[config.mk]
export PLATFORM = sky130hd
export DESIGN_NAME = stuffed_command_frame_builder_core
export DESIGN_NICKNAME = d
export VERILOG_FILES = /design/src/hw/rtl/scfb_pkg.sv /design/src/hw/rtl/scfb_queue.sv /design/src/hw/rtl/scfb_front.sv /design/src/hw/rtl/scfb_back.sv /design/src/hw/rtl/stuffed_command_frame_builder_core.sv
export SDC_FILE = /design/constraint.sdc
export NUM_CORES = 1
export LEC_CHECK = 0
export ABC_CLOCK_PERIOD_IN_PS = 4100
export BUFFER_PORTS_ARGS = -buffer_cell sky130_fd_sc_hd__buf_4
export CORE_AREA = 2 2 147 149
export CTS_CLUSTER_DIAMETER = 150
export DETAILED_ROUTE_END_ITERATION = 10
export DIE_AREA = 0 0 149 151
export PLACE_DENSITY = 0.76
export SETUP_SLACK_MARGIN = 0.4
export SYNTH_ARGS = -nofsm -noshare
export SYNTH_HDL_FRONTEND = slang
export SYNTH_SLANG_ARGS = --single-unit
[constraint.sdc]
create_clock -name clk -period 4.1 [get_ports clk]
set_input_delay 0.615 -clock clk [delete_from_list [all_inputs] [get_ports clk]]
set_output_delay 0.615 -clock clk [all_outputs]
set_load 0.02 [all_outputs]
[src/hw/rtl/scfb_pkg.sv]
`timescale 1ns / 1ps
`default_nettype none

package scfb_pkg;

    // Input operation codes.
    typedef enum logic {
        OP_START = 1'b0,
        OP_DATA  = 1'b1
    } scfb_op_t;

    // Kind of work entry handed from the front to the back.
    typedef enum logic {
        KIND_HEADER = 1'b0,
        KIND_DATA   = 1'b1
    } scfb_kind_t;

    // Fixed frame bytes.
    localparam logic [7:0]  SOP_LO     = 8'hAA;
    localparam logic [7:0]  SOP_HI     = 8'hBB;
    localparam logic [7:0]  STUFF_MARK = 8'hAA;
    localparam logic [7:0]  STUFF_FILL = 8'h00;
    localparam logic [7:0]  ZERO_BYTE  = 8'h00;
    localparam logic [15:0] LEN_BIAS   = 16'd5;

    // Byte positions walked by the back sequencer.
    localparam int unsigned STEP_W = 4;
    typedef logic [STEP_W-1:0] scfb_step_t;

    localparam scfb_step_t STEP_SOP_LO    = 4'd0;
    localparam scfb_step_t STEP_SOP_HI    = 4'd1;
    localparam scfb_step_t STEP_LEN_LO    = 4'd2;
    localparam scfb_step_t STEP_LEN_HI    = 4'd3;
    localparam scfb_step_t STEP_ZERO_A    = 4'd4;
    localparam scfb_step_t STEP_ZERO_B    = 4'd5;
    localparam scfb_step_t STEP_CMD_LO    = 4'd6;
    localparam scfb_step_t STEP_CMD_HI    = 4'd7;
    localparam scfb_step_t STEP_HDR_CHECK = 4'd8;

    localparam scfb_step_t STEP_DATA       = 4'd0;
    localparam scfb_step_t STEP_FILL       = 4'd1;
    localparam scfb_step_t STEP_DATA_CHECK = 4'd2;

    // One classified work entry.
    typedef struct packed {
        scfb_kind_t  kind;
        logic        done;       // the frame closes with a check byte
        logic        stuffed;    // data byte needs a fill byte after it
        logic [15:0] frame_len;  // payload length plus bias, wrapped
        logic [15:0] cmd;
        logic [7:0]  data;
        logic [7:0]  check;      // check byte value if done is set
    } scfb_entry_t;

endpackage

`default_nettype wire

[src/hw/rtl/scfb_queue.sv]
`timescale 1ns / 1ps
`default_nettype none

module scfb_queue
    import scfb_pkg::*;
#(
    parameter int unsigned DEPTH = 4
)
(
    input  wire logic        clk,
    input  wire logic        rst_n,
    input  wire logic        push,
    input  wire scfb_entry_t push_entry,
    output logic             full,
    input  wire logic        pop,
    output logic             head_valid,
    output scfb_entry_t      head_entry
);

    localparam int unsigned AW = (DEPTH > 1) ? $clog2(DEPTH) : 1;

    scfb_entry_t   mem_reg [DEPTH];
    logic [AW-1:0] wr_ptr_reg, wr_ptr_next;
    logic [AW-1:0] rd_ptr_reg, rd_ptr_next;
    logic [AW:0]   count_reg, count_next;

    assign full       = (count_reg == (AW+1)'(DEPTH));
    assign head_valid = (count_reg != '0);
    assign head_entry = mem_reg[rd_ptr_reg];

    always_comb
    begin
        wr_ptr_next = wr_ptr_reg;
        rd_ptr_next = rd_ptr_reg;
        count_next  = count_reg;
        if (push)
        begin
            wr_ptr_next = (wr_ptr_reg == AW'(DEPTH - 1)) ? '0 : wr_ptr_reg + AW'(1);
        end
        if (pop)
        begin
            rd_ptr_next = (rd_ptr_reg == AW'(DEPTH - 1)) ? '0 : rd_ptr_reg + AW'(1);
        end
        if (push && !pop)
        begin
            count_next = count_reg + (AW+1)'(1);
        end
        else if (pop && !push)
        begin
            count_next = count_reg - (AW+1)'(1);
        end
    end

    always_ff @(posedge clk or negedge rst_n)
    begin
        if (!rst_n)
        begin
            wr_ptr_reg <= '0;
            rd_ptr_reg <= '0;
            count_reg  <= '0;
        end
        else
        begin
            wr_ptr_reg <= wr_ptr_next;
            rd_ptr_reg <= rd_ptr_next;
            count_reg  <= count_next;
        end
    end

    always_ff @(posedge clk)
    begin
        if (push)
        begin
            mem_reg[wr_ptr_reg] <= push_entry;
        end
    end

    // The front must hold off while the queue is full, and the back may only
    // take an entry that is there.
    assert property (@(posedge clk) disable iff (!rst_n) push |-> !full)
        else $error("queue written while full");
    assert property (@(posedge clk) disable iff (!rst_n) pop |-> head_valid)
        else $error("queue read while empty");

endmodule

`default_nettype wire

[src/hw/rtl/scfb_front.sv]
`timescale 1ns / 1ps
`default_nettype none

module scfb_front
    import scfb_pkg::*;
(
    input  wire logic        clk,
    input  wire logic        rst_n,
    input  wire logic        in_valid,
    output logic             in_stall,
    input  wire logic        opcode,
    input  wire logic [15:0] cmd_code,
    input  wire logic [15:0] payload_length,
    input  wire logic [7:0]  data_byte,
    input  wire logic        queue_full,
    output logic             push,
    output scfb_entry_t      push_entry
);

    logic        frame_open_reg, frame_open_next;
    logic [15:0] remaining_reg, remaining_next;
    logic [7:0]  check_reg, check_next;
    logic        accept;
    logic        is_start;
    logic [15:0] frame_len;
    logic [7:0]  data_check;
    logic        data_done;

    assign in_stall   = queue_full;
    assign accept     = in_valid && !queue_full;
    assign is_start   = (opcode == OP_START);
    assign frame_len  = payload_length + LEN_BIAS;
    assign data_check = check_reg ^ data_byte;
    assign data_done  = (remaining_reg <= 16'd1);

    always_comb
    begin
        frame_open_next = frame_open_reg;
        remaining_next  = remaining_reg;
        check_next      = check_reg;
        push            = 1'b0;

        push_entry.kind      = KIND_HEADER;
        push_entry.done      = 1'b0;
        push_entry.stuffed   = (data_byte == STUFF_MARK);
        push_entry.frame_len = frame_len;
        push_entry.cmd       = cmd_code;
        push_entry.data      = data_byte;
        push_entry.check     = check_reg;

        if (accept && is_start)
        begin
            push             = 1'b1;
            check_next       = frame_len[15:8] ^ cmd_code[7:0] ^ cmd_code[15:8];
            push_entry.check = check_next;
            push_entry.done  = (payload_length == 16'd0);
            frame_open_next  = (payload_length != 16'd0);
            remaining_next   = payload_length;
        end
        else if (accept && frame_open_reg)
        begin
            // A data byte with no frame open is dropped without a result.
            push             = 1'b1;
            push_entry.kind  = KIND_DATA;
            push_entry.done  = data_done;
            push_entry.check = data_check;
            check_next       = data_check;
            frame_open_next  = !data_done;
            remaining_next   = data_done ? 16'd0 : remaining_reg - 16'd1;
        end
    end

    always_ff @(posedge clk or negedge rst_n)
    begin
        if (!rst_n)
        begin
            frame_open_reg <= 1'b0;
            remaining_reg  <= '0;
            check_reg      <= '0;
        end
        else
        begin
            frame_open_reg <= frame_open_next;
            remaining_reg  <= remaining_next;
            check_reg      <= check_next;
        end
    end

    // A closed frame never carries a byte count into the next one.
    assert property (@(posedge clk) disable iff (!rst_n)
                     !frame_open_reg |-> (remaining_reg == 16'd0))
        else $error("byte count left over in a closed frame");

endmodule

`default_nettype wire

[src/hw/rtl/scfb_back.sv]
`timescale 1ns / 1ps
`default_nettype none

module scfb_back
    import scfb_pkg::*;
(
    input  wire logic        clk,
    input  wire logic        rst_n,
    input  wire logic        head_valid,
    input  wire scfb_entry_t head_entry,
    output logic             pop,
    output logic             out_valid,
    input  wire logic        out_stall,
    output logic [7:0]       out_byte,
    output logic             last_of_run,
    output logic             frame_end
);

    scfb_entry_t cur_reg, cur_next;
    scfb_step_t  step_reg, step_next;
    logic        active_reg, active_next;
    logic        out_valid_reg, out_valid_next;
    logic [7:0]  out_byte_reg;
    logic        out_last_reg;
    logic        out_end_reg;

    logic        load_en;
    logic        emit;
    logic [7:0]  byte_sel;
    logic        is_last;
    logic        is_end;
    scfb_step_t  step_adv;

    assign out_valid   = out_valid_reg;
    assign out_byte    = out_byte_reg;
    assign last_of_run = out_last_reg;
    assign frame_end   = out_end_reg;

    assign load_en = !out_valid_reg || !out_stall;
    assign emit    = active_reg && load_en;
    assign pop     = head_valid && (!active_reg || (emit && is_last));

    // Byte at the current position of the current entry.
    always_comb
    begin
        byte_sel = ZERO_BYTE;
        is_last  = 1'b0;
        is_end   = 1'b0;
        step_adv = step_reg + scfb_step_t'(1);
        if (cur_reg.kind == KIND_HEADER)
        begin
            case (step_reg)
                STEP_SOP_LO:    byte_sel = SOP_LO;
                STEP_SOP_HI:    byte_sel = SOP_HI;
                STEP_LEN_LO:    byte_sel = cur_reg.frame_len[7:0];
                STEP_LEN_HI:    byte_sel = cur_reg.frame_len[15:8];
                STEP_ZERO_A:    byte_sel = ZERO_BYTE;
                STEP_ZERO_B:    byte_sel = ZERO_BYTE;
                STEP_CMD_LO:    byte_sel = cur_reg.cmd[7:0];
                STEP_CMD_HI:
                begin
                    byte_sel = cur_reg.cmd[15:8];
                    is_last  = !cur_reg.done;
                end
                STEP_HDR_CHECK:
                begin
                    byte_sel = cur_reg.check;
                    is_last  = 1'b1;
                    is_end   = 1'b1;
                end
                default:        is_last = 1'b1;
            endcase
        end
        else
        begin
            case (step_reg)
                STEP_DATA:
                begin
                    byte_sel = cur_reg.data;
                    is_last  = !cur_reg.stuffed && !cur_reg.done;
                    step_adv = cur_reg.stuffed ? STEP_FILL : STEP_DATA_CHECK;
                end
                STEP_FILL:
                begin
                    byte_sel = STUFF_FILL;
                    is_last  = !cur_reg.done;
                    step_adv = STEP_DATA_CHECK;
                end
                STEP_DATA_CHECK:
                begin
                    byte_sel = cur_reg.check;
                    is_last  = 1'b1;
                    is_end   = 1'b1;
                end
                default:        is_last = 1'b1;
            endcase
        end
    end

    always_comb
    begin
        cur_next    = cur_reg;
        step_next   = step_reg;
        active_next = active_reg;
        if (pop)
        begin
            cur_next    = head_entry;
            step_next   = '0;
            active_next = 1'b1;
        end
        else if (emit && is_last)
        begin
            active_next = 1'b0;
        end
        else if (emit)
        begin
            step_next = step_adv;
        end
        out_valid_next = load_en ? emit : out_valid_reg;
    end

    always_ff @(posedge clk or negedge rst_n)
    begin
        if (!rst_n)
        begin
            active_reg    <= 1'b0;
            step_reg      <= '0;
            out_valid_reg <= 1'b0;
        end
        else
        begin
            active_reg    <= active_next;
            step_reg      <= step_next;
            out_valid_reg <= out_valid_next;
        end
    end

    always_ff @(posedge clk)
    begin
        cur_reg <= cur_next;
        if (emit)
        begin
            out_byte_reg <= byte_sel;
            out_last_reg <= is_last;
            out_end_reg  <= is_end;
        end
    end

    // The check byte always closes the run of its transaction.
    assert property (@(posedge clk) disable iff (!rst_n)
                     (out_valid_reg && out_end_reg) |-> out_last_reg)
        else $error("check byte not marked as last of run");
    // A header never walks past its check byte.
    assert property (@(posedge clk) disable iff (!rst_n)
                     (active_reg && (cur_reg.kind == KIND_HEADER))
                     |-> (step_reg <= STEP_HDR_CHECK))
        else $error("header position out of range");

endmodule

`default_nettype wire

[src/hw/rtl/stuffed_command_frame_builder_core.sv]
// Stuffed command frame builder. Each input transaction is either a start item
// (opcode 0, carrying cmd_code and payload_length) or a payload byte (opcode 1,
// carrying data_byte); the block turns them into a serial frame, one byte per
// output transaction: 0xAA 0xBB, length plus five (little endian), two zero
// bytes, the command low and high bytes, the payload with a 0x00 inserted after
// every 0xAA, and an XOR check byte flagged by frame_end. last_of_run marks the
// final byte caused by each input transaction. Payload bytes with no frame open
// produce nothing, and a start item abandons any open frame. The front end
// takes one input transaction per cycle while its queue (QUEUE_DEPTH entries)
// has room; the back end emits exactly one byte per cycle while out_stall is low
// and work is queued, so a start item yields eight bytes (nine for an empty
// payload) and a payload byte one to three, and sustained input rate is set
// by that output sequencer. When the block is idle, the first byte of a
// transaction passes through the queue, the back end's current-entry register
// and the output register before it is presented on the output.
`timescale 1ns / 1ps
`default_nettype none

module stuffed_command_frame_builder_core
    import scfb_pkg::*;
#(
    parameter int unsigned QUEUE_DEPTH = 4
)
(
    input  wire logic        clk,
    input  wire logic        rst_n,

    input  wire logic        in_valid,
    output logic             in_stall,
    input  wire logic        opcode,
    input  wire logic [15:0] cmd_code,
    input  wire logic [15:0] payload_length,
    input  wire logic [7:0]  data_byte,

    output logic             out_valid,
    input  wire logic        out_stall,
    output logic [7:0]       out_byte,
    output logic             last_of_run,
    output logic             frame_end
);

    // Classified work travels from the front end to the back end through the
    // queue, so an output stall only reaches the input once the queue fills.
    logic        push;
    scfb_entry_t push_entry;
    logic        queue_full;
    logic        pop;
    logic        head_valid;
    scfb_entry_t head_entry;

    // The front end tracks the open frame, the remaining payload count and the
    // running check value, and decides what each transaction must produce.
    scfb_front u_front (
        .clk            (clk),
        .rst_n          (rst_n),
        .in_valid       (in_valid),
        .in_stall       (in_stall),
        .opcode         (opcode),
        .cmd_code       (cmd_code),
        .payload_length (payload_length),
        .data_byte      (data_byte),
        .queue_full     (queue_full),
        .push           (push),
        .push_entry     (push_entry)
    );

    scfb_queue #(
        .DEPTH (QUEUE_DEPTH)
    ) u_queue (
        .clk        (clk),
        .rst_n      (rst_n),
        .push       (push),
        .push_entry (push_entry),
        .full       (queue_full),
        .pop        (pop),
        .head_valid (head_valid),
        .head_entry (head_entry)
    );

    // The back end walks each entry byte by byte into a registered output and
    // fetches the next entry on the same cycle that the last byte is loaded.
    scfb_back u_back (
        .clk         (clk),
        .rst_n       (rst_n),
        .head_valid  (head_valid),
        .head_entry  (head_entry),
        .pop         (pop),
        .out_valid   (out_valid),
        .out_stall   (out_stall),
        .out_byte    (out_byte),
        .last_of_run (last_of_run),
        .frame_end   (frame_end)
    );

endmodule

`default_nettype wire
; ---- Word-level counts from Yosys, hierarchy flattened
; Memories as Yosys holds them, arrays and structs flattened. A register that Yosys moved wholly into a read port is not among the register bits.
; Index checks and enable logic that the tools add are counted.
[word_totals]
wordCells = 103
mem_bits_rw = 204
input_bits = 45
memories = 1
register_bits = 48
out_inout_bits = 12
[memory_table]
columns = name, words, word_bits, read_ports, rd_ports_with_merged_regs, wr, line_no
row1 = u_queue.mem_reg, 4, 51, 1, 1, 1, scfb_queue.sv:22  ; scfb_entry_t mem_reg [DEPTH];
[classes]
n_addsub = 7
n_bitwise = 4
reduce_logical = 30
magnitude_cmp = 1
muxes = 35
n_eq_ne = 13
[op_table]
columns = op, count
row1 = 8-bit one-hot mux with 7 select lines, 1
row2 = 16-bit 2-to-1 mux, 3
row3 = 8-bit 2-to-1 mux, 3
row4 = 8-bit bitwise XOR, 3
row5 = 16-bit by 3-bit adder with 16-bit output (second input constant), 1
row6 = 4-bit by 3-bit == test with 1-bit output (second input constant), 4
row7 = 16-bit by 1-bit less-or-equal comparator with 1-bit output (second input constant), 1
row8 = 16-bit zero test, 1
row9 = 4-bit 2-to-1 mux, 4
row10 = 8-bit one-hot mux with 2 select lines, 1
row11 = 16-bit nonzero test, 1
row12 = 16-bit by 1-bit subtractor with 16-bit output (second input constant), 1
row13 = 1-bit 2-to-1 mux, 14
row14 = 1-bit logical AND, 9
row15 = 1-bit zero test, 9
row16 = 4-bit by 2-bit == test with 1-bit output (second input constant), 2
row17 = 8-bit == test (second input constant), 1
row18 = 2-bit 2-to-1 mux, 4
row19 = 4-bit one-hot mux with 2 select lines, 1
row20 = 2-bit nonzero test, 4
row21 = 7-bit OR reduction, 1
row22 = 3-bit 2-to-1 mux, 2
row23 = 2-bit by 1-bit adder with 2-bit output (second input constant), 2
row24 = 4-bit by 1-bit adder with 4-bit output (second input constant), 1
row25 = other kinds (13), 16

; ---- Logic depth before layout (Yosys ltp)
; Gate-level depths: netlist of run 1.
[depth]
depth_word = 10
depth_mapped = 14

; ---- Modules after synthesis
; From an unflattened synthesis of run 1, not the netlist that was laid out.
[hier_totals]
hier_cells = 754
area_unflattened_um2 = 12888.6
[by_module_without_submodules]
columns = module, n_inst, cells_per_inst, area_per_inst_um2, seq_area_each_um2
row1 = scfb_queue, 1, 304, 7838.8, 6301.0
row2 = scfb_back, 1, 197, 2842.7, 1981.9
row3 = scfb_front, 1, 253, 2207.1, 625.6

; ---- Worst setup path after synthesis of run 1
; Ideal clock, no wire load.
[synth_path]
path_kind = reg-to-reg
from = reg u_back.step_reg[0]
to = reg u_queue.count_reg[1]
path_buffers = 1
arrival_ns = 3.369
synth_period_minus_slack_ns = 3.494
required_ns = 3.975
path_slack_ns = 0.606
stages_incl_launch_ff = 13
path_cell_list = dfrtp_1 -> inv_1 -> ha_1 -> clkbuf_1 -> nor2_1 -> nor2_4 -> a211oi_1 -> o21ba_2 -> inv_1 -> ha_1 -> inv_1 -> fa_1 -> mux2_2
[synth_between]
elab_chain_len = 10
elab_cells_between_ends = 20
classes_between = eq/ne (7) / mux (4) / reduce/logical (9)
[synth_lines]
columns = element, line_no
row1 = from (decl), scfb_back.sv:20  ; scfb_step_t step_reg, step_next;
row2 = from (signal assigned), scfb_back.sv:133  ; step_reg <= step_next;
row3 = 4-bit by 2-bit == test with 1-bit output (tied with other cells), scfb_back.sv:52  ; case (step_reg)
row4 = 7-bit OR reduction (no source line), n/a
row5 = 1-bit one-hot mux with 2 select lines, scfb_back.sv:52
row6 = 1-bit 2-to-1 mux *, scfb_back.sv:50  ; if (cur_reg.kind == KIND_HEADER)
row7 = 1-bit logical AND *, scfb_back.sv:41  ; assign pop = head_valid && (!active_reg || (emit && is_last));
row8 = 1-bit logical OR *, scfb_back.sv:41
row9 = 1-bit logical AND *, scfb_back.sv:41
row10 = named net pop, stuffed_command_frame_builder_core.sv:47  ; logic pop;
row11 = 1-bit zero test *, scfb_queue.sv:44  ; if (push && !pop)
row12 = 1-bit logical AND *, scfb_queue.sv:44
row13 = 3-bit 2-to-1 mux *, scfb_queue.sv:44
row14 = named net u_queue.count_next[1], scfb_queue.sv:25  ; logic [AW:0] count_reg, count_next;
row15 = to (signal assigned), scfb_queue.sv:66  ; count_reg <= count_next;
row16 = to (decl), scfb_queue.sv:25
; Mark *: on every way through the listed nets, which the timed path passes. The rest lies on a longest branch.
; A chain may end at the register's enable or synchronous reset.

; ---- Worst setup path after layout of run 1
[layout_path]
from = reg u_back.step_reg[0]
to = reg u_queue.count_reg[2]
[layout_between]
elab_chain_len = 10
elab_cells_between_ends = 20
classes_between = eq/ne (7) / mux (4) / reduce/logical (9)
[layout_lines]
columns = element, line_no
row1 = 4-bit by 2-bit == test with 1-bit output (tied with other cells), scfb_back.sv:52
row2 = 7-bit OR reduction (no source line), n/a
row3 = 1-bit one-hot mux with 2 select lines, scfb_back.sv:52
row4 = 1-bit 2-to-1 mux *, scfb_back.sv:50
row5 = 1-bit logical AND *, scfb_back.sv:41
row6 = 1-bit logical OR *, scfb_back.sv:41
row7 = 1-bit logical AND *, scfb_back.sv:41
row8 = named net pop, stuffed_command_frame_builder_core.sv:47
row9 = 1-bit zero test, scfb_queue.sv:44
row10 = 1-bit logical AND, scfb_queue.sv:44
row11 = 3-bit 2-to-1 mux or 2-bit nonzero test (tied branches), n/a
; Marked as above.

==> results of run 1 <==
[layout by cell type (no fill, tap or decap), types with 8 or more instances in the layout]
| cell | synthesis | routed |
|---|---|---|
| a21oi_1 | 12 | 12 |
| nor4_1 | 9 | 9 |
| nand3_1 | 15 | 15 |
| nor2_1 | 31 | 31 |
| nor3_1 | 8 | 8 |
| nand2_1 | 39 | 39 |
| buf_4 | 0 | 63 |
| xor2_1 | 29 | 29 |
| mux4_2 | 51 | 51 |
| clkinv_2 | 0 | 8 |
| ha_1 | 14 | 14 |
| inv_1 | 16 | 16 |
| xnor2_1 | 20 | 20 |
| edfxtp_1 | 265 | 265 |
| o21ai_0 | 28 | 28 |
| dfrtp_1 | 38 | 36 |
| clkbuf_16 | 0 | 31 |
| a22oi_1 | 18 | 18 |
[metal layers]
metal | share of wire | up-vias | track usage
li1 | - | 3037 | -
met5 | 0 | - | 0
met4 | 0.026 | 0 | 0.0776
met3 | 0.050 | 36 | 0.0307
met2 | 0.50 | 231 | 0.401
met1 | 0.42 | 3476 | 0.344
[worst max path at each step]
stage,end,slack [ns],cells past startpoint
final,u_queue.count_reg[2],0.79,12
after floorplan,u_queue.count_reg[1],0.61,12
after global placement,u_queue.count_reg[2],0.96,12
after global routing,u_queue.count_reg[2],0.52,12
after CTS,u_queue.count_reg[2],0.82,12
after detailed placement,u_queue.count_reg[2],0.82,12
[worst register-to-register path, cell delays in order, from the launching register on]
cell,delay (ns)
dfrtp_1,0.45
ha_1,0.65
nor4_1,0.20
a2111oi_2,0.45
a211oi_1,0.10
o21ba_2,0.25
inv_1,0.07
ha_1,0.19
inv_1,0.08
fa_1,0.38
xor2_1,0.17
nor2_1,0.11
xor2_1,0.14
[cells by family after synthesis]
group | count (synthesis) | synth area share
compound gates | 108 | 0.0600
xor+xnor | 50 | 0.0359
fa+ha+maj | 15 | 0.0155
buf+inv | 47 | 0.0147
flops | 303 | 0.708
mux | 59 | 0.0986
simple gates | 150 | 0.0671
[power breakdown]
part / leakage [uW] / switching, uW / total, uW / internal, uW
combinational: 0.00154 / 1540 / 2800 / 1260
sequential: 0.00289 / 654 / 5220 / 4570
clock: 0.000497 / 1110 / 2720 / 1610
[stage by stage]
| stage | util | instances | hold WS, ns | cell area [sq um] |
|---|---|---|---|---|
| floorplan | - | 732 | 0.319 | 12600 |
| global placement | 0.642 | 1043 | 0.472 | 13400 |
| detailed placement | 0.642 | 1043 | 0.482 | 13400 |
| CTS | 0.690 | 1101 | 0.0640 | 14400 |
| global route | 0.690 | 1101 | 0.0767 | 14400 |
| finish | 0.690 | 1101 | 0.0565 | 14400 |
[cell type report]
class | count | area share
tap | 275 | 0.0239
sequential | 303 | 0.620
timing repair buffer | 67 | 0.0385
clock buffer | 37 | 0.0569
multi-input combinational | 382 | 0.243
clock inverter | 21 | 0.0131
inverter | 16 | 0.00418
==> impl_metrics.toml, run 1 <==
[critical_path]
critPathLaunchType = "register"
worstPathMaxFanout = 19
crit_chain = "ha_1 > nor4_1 > a2111oi_2 > a211oi_1 > o21ba_2 > inv_1 > ha_1 > inv_1 > fa_1 > xor2_1 > nor2_1 > xor2_1"
cpPeakStageDelay_ns = 0.65
cpLargestDelayFamily = "adder cells"
worstRegToRegCells = 12
endpoint_kind = "register"
critical_path_required_ns = 4.57
r2r_start = "u_back.step_reg[0]"
critPathLaunch = "u_back.step_reg[0]"
reg2reg_to = "u_queue.count_reg[2]"
critPathBufInv = 2
ff2ff_setup_slack_ns = 0.79
arrival_ns = 3.78
cpMaxStageDelayCell = "ha_1"
crit_type = "register to register"

[drt]
drt_iter0_drc = 759
first_pass_iters = 4
drc = 0
postRouteWirelength_microns = 26300
vias = 6780
viasPerCell = 6.16
wl_per_cell_microns = 23.9
postRouteAntennaNets = 0

[sta]
rsz0062_at_grt = "false"
slew_violations = 0
fmax_mhz = 302
hold_viol = 0
clock_skew_ns = 0.0204
finalSetupViolCount = 0
timing.final.crit_share = 0.808
tns_ns = 0
worstMarginPinSlew_ns = 1.17
relSlewSlack = 0.218
setup_ws_ns = 0.788
fin_crit_ns = 3.31

[synth]
yosysWarnings = 0
synth-seq-cells = 303
ys_seq_area_frac = 0.708
synth_edf_count = 265
ys_types = 67
yosys.area.top_type = "edfxtp_1"
syn_avg_cell_area_sq_um = 17.2
synthCells = 732
synth.area.top_cells = "edfxtp_1 (63%), mux4_2 (9.1%), dfrtp_1 (7.6%), xor2_1 (2.0%), ha_1 (1.4%)"
yosysMostFrequentCell = "edfxtp_1"
async_flop_share = 0.125
synth_nets = 792
synth_top_area_share = 0.633
mappedNetlistArea_sq_mm = 0.0126
synth_ff_type = "edfxtp_1"
ys_top_cells_by_count = "edfxtp_1 (265), mux4_2 (51), nand2_1 (39), dfrtp_1 (38), nor2_1 (31)"

[clock_network]
postCtsSetupRepairBufs = 0
cts_root_buf = "clkbuf_16"
ctsLongestPathBuffers = 3
cts.sinks = 303
ctsHoldBuffers = 0
cts_tree = "done"
path_clk_slew_ns = 0.06
cts_buffers = 31
ctsResizeCount = 0
insertion_delay_ns = 0.55
htree_levels = 1

[global_routing]
grt_pass1_vias = 6967
grt-ovfl-total = 0
grt_antenna_before_repair = 0
grt_max_degree = 55
grtUsageTotal = 0.243
grt_pass1_wl_microns = 40800

[layout]
final_layout_size_suffix_gt1_frac = 0.235
final_nets = 861
area_growth_pct = 14.2
seq_area_sq_mm = 0.00891
diodes = 0
largest_reg_flops = 204
fill_cells = 1360
multiInputGateArea_sq_mm = 0.00349

[placement]
portBuffers = 56
gp_congestion = 0.858
dp_slack_ns = 0.825
detailed_place_hpwl_microns = 17000

[power_and_ir_drop]
power_uw = 10800
ir_worst_vdd_uv = 442
p_leak_uw = 0.00493
power.density_mw_per_mm2 = 748

[floorplan]
rows = 53
pin_count = 57
start_util = 0.604
coreArea_sq_mm = 0.0208
die_y_microns = 151
die_x_microns = 149
dieArea_sq_mm = 0.0225

[run_status]
status = "complete, no violations"

[flow_run]
maxCapViolations = 0

[min_path]
hp-class = "input port to async pin"
Note: power is estimated with default switching activity, not from simulation.
==> run 2: changes to the inputs <==
--- a/config.mk
+++ b/config.mk
@@ -5,7 +5,7 @@
 export SDC_FILE = /design/constraint.sdc
 export NUM_CORES = 1
 export LEC_CHECK = 0
-export ABC_CLOCK_PERIOD_IN_PS = 4100
+export ABC_CLOCK_PERIOD_IN_PS = 3300
 export BUFFER_PORTS_ARGS = -buffer_cell sky130_fd_sc_hd__buf_4
 export CORE_AREA = 2 2 147 149
 export CTS_CLUSTER_DIAMETER = 150
==> constraint.sdc (replaced) <==
create_clock -name clk -period 3.3 [get_ports clk]
set_input_delay 0.495 -clock clk [delete_from_list [all_inputs] [get_ports clk]]
set_output_delay 0.495 -clock clk [all_outputs]
set_load 0.02 [all_outputs]
==> run 2 against run 1 <==
Against the previous run: routed wire length down 0.29%; register-to-register slack worse by 0.25 ns; critical endpoint is now u_queue.count_reg[1]; maximum frequency up 20%; total power up 28%; combinational power up 36%; largest cell class unchanged; first-iteration DRC count down 15%; setup slack worse by 0.25 ns; global-route usage down 0.31 points; final area up 2.2%; clock power up 32%; count of clock-buffer cells in the layout up 1.
==> impl_metrics.toml, run 2 (synthesis gave the netlist of run 1 again) <==
[sta]
fin_crit_ns = 2.77
tns_ns = 0
worstMarginPinSlew_ns = 0.830
clock_skew_ns = 0.0251
relSlewSlack = 0.446
timing.final.crit_share = 0.838
finalSetupViolCount = 0
rsz0062_at_grt = "false"
slew_violations = 0
hold_viol = 0
fmax_mhz = 361

[min_path]
min_to = "u_queue.mem_reg[3][30]"
whs_path_depth = 1
worstHoldStart = "cmd_code[14]"
hp-class = "input port to register"

[floorplan]
rows = 53
start_util = 0.604
die_y_microns = 151
dieArea_sq_mm = 0.0225
die_x_microns = 149
pin_count = 57
coreArea_sq_mm = 0.0208

[critical_path]
worstPathMaxFanout = 5
worstRegToRegCells = 11
crit_type = "register to register"
ff2ff_setup_slack_ns = 0.53
r2r_start = "u_back.step_reg[0]"
arrival_ns = 3.18
reg2reg_to = "u_queue.count_reg[1]"
endpoint_kind = "register"
critPathLaunchType = "register"
critical_path_required_ns = 3.72

[drt]
first_pass_iters = 5
viasPerCell = 6.21
vias = 6941
drc = 0
postRouteAntennaNets = 0
wl_per_cell_microns = 23.5
drt_iter0_drc = 646
postRouteWirelength_microns = 26200

[clock_network]
cts_root_buf = "clkbuf_16"
cts_buffers = 30
ctsLongestPathBuffers = 3
path_clk_slew_ns = 0.06
cts_tree = "done"
insertion_delay_ns = 0.55
htree_levels = 1
cts.sinks = 303

[global_routing]
grt_pass1_vias = 7134
grtUsageTotal = 0.240
grt-ovfl-total = 0
grt_antenna_before_repair = 0
grt_max_degree = 54
grt_pass1_wl_microns = 40600

[placement]
portBuffers = 56
postPlaceCellArea_sq_mm = 0.0135
gp_congestion = 0.856
detailed_place_hpwl_microns = 16800

[layout]
area_growth_pct = 16.7
final_common_cell = "edfxtp_1"
design_area_sq_mm = 0.0147
final_nets = 879
diodes = 0
final_layout_size_suffix_gt1_frac = 0.268
layout_common_cells = "edfxtp_1 (265), buf_4 (80), mux4_2 (51)"
fill_cells = 1307
fin_util = 0.705
largest_reg_flops = 204

[run_status]
status = "complete, no violations"

[power_and_ir_drop]
p_leak_uw = 0.00504
power.density_mw_per_mm2 = 939
ir_worst_vdd_uv = 447

[flow_run]
maxCapViolations = 0
[run 2: what timing repair did]
action,4_1_cts,5_1_grt
pin swaps,0,2
hold buffers,1,0
gates resized for setup,2,6
setup buffers,0,6
endpoints found under the setup margin,2,2
hold endpoints to repair,38,0
[run 2: power breakdown]
part	leakage (uW)	internal [uW]	switching, uW
logic	0.00165	1740	2080
clock network	0.000508	2160	1410
registers	0.00289	5680	708
total	0.00504	9590	4200
[run 2: per-stage QoR]
| step | setup WS (ns) | cells | power (uW) | hold slack [ns] |
|---|---|---|---|---|
| 3_5_place_dp | 0.278 | 1055 | 10100 | 0.484 |
| 4_1_cts | 0.453 | 1112 | 13800 | 0.142 |
| 5_1_grt | 0.405 | 1118 | 14400 | 0.141 |
| 6_report | 0.534 | 1118 | 13800 | 0.164 |
| 2_1_floorplan | 0.374 | 732 | 8790 | 0.199 |
| 3_3_place_gp | 0.375 | 1055 | 10000 | 0.471 |
[run 2: worst max-delay path, stage by stage, from the launching register on]
cell and delay [ns]:
dfrtp_2 0.46, buf_4 0.16, ha_4 0.18, nor4_4 0.35, a2111oi_4 0.11, a211oi_2 0.24
o21ba_4 0.19, inv_2 0.03, ha_2 0.17, inv_1 0.07, fa_1 0.42, mux2_2 0.28
[run 2: routing by layer]
layer  GRT usage  wire (microns)  up-vias
li1            -               -     3081
met1       0.328           10700     3543
met2       0.406           13400      262
met3      0.0367            1470       55
met4      0.0714             698        0
met5           0               0        -
[run 2: area by class of cell]
type                       instances  area (sq um)  area share
sequential                       303          8920       0.607
clock buffer                      38           822      0.0560
timing repair buffer              86           711      0.0484
inverter                          16          62.6     0.00426
clock inverter                    18           238      0.0162
multi-input combinational        382          3590       0.244
tap                              275           344      0.0234
[run 2: how the worst max path moves through the flow]
stage	from	to	slack [ns]	cells after the start
after global placement	u_back.step_reg[0]	u_queue.count_reg[2]	0.37	13
after detailed placement	u_back.step_reg[0]	u_queue.count_reg[2]	0.28	13
after global routing	u_back.step_reg[0]	u_queue.count_reg[2]	0.41	13
after floorplan	u_back.step_reg[0]	u_queue.count_reg[1]	0.37	11
final	u_back.step_reg[0]	u_queue.count_reg[1]	0.53	11
after CTS	u_back.step_reg[0]	u_queue.count_reg[2]	0.45	11
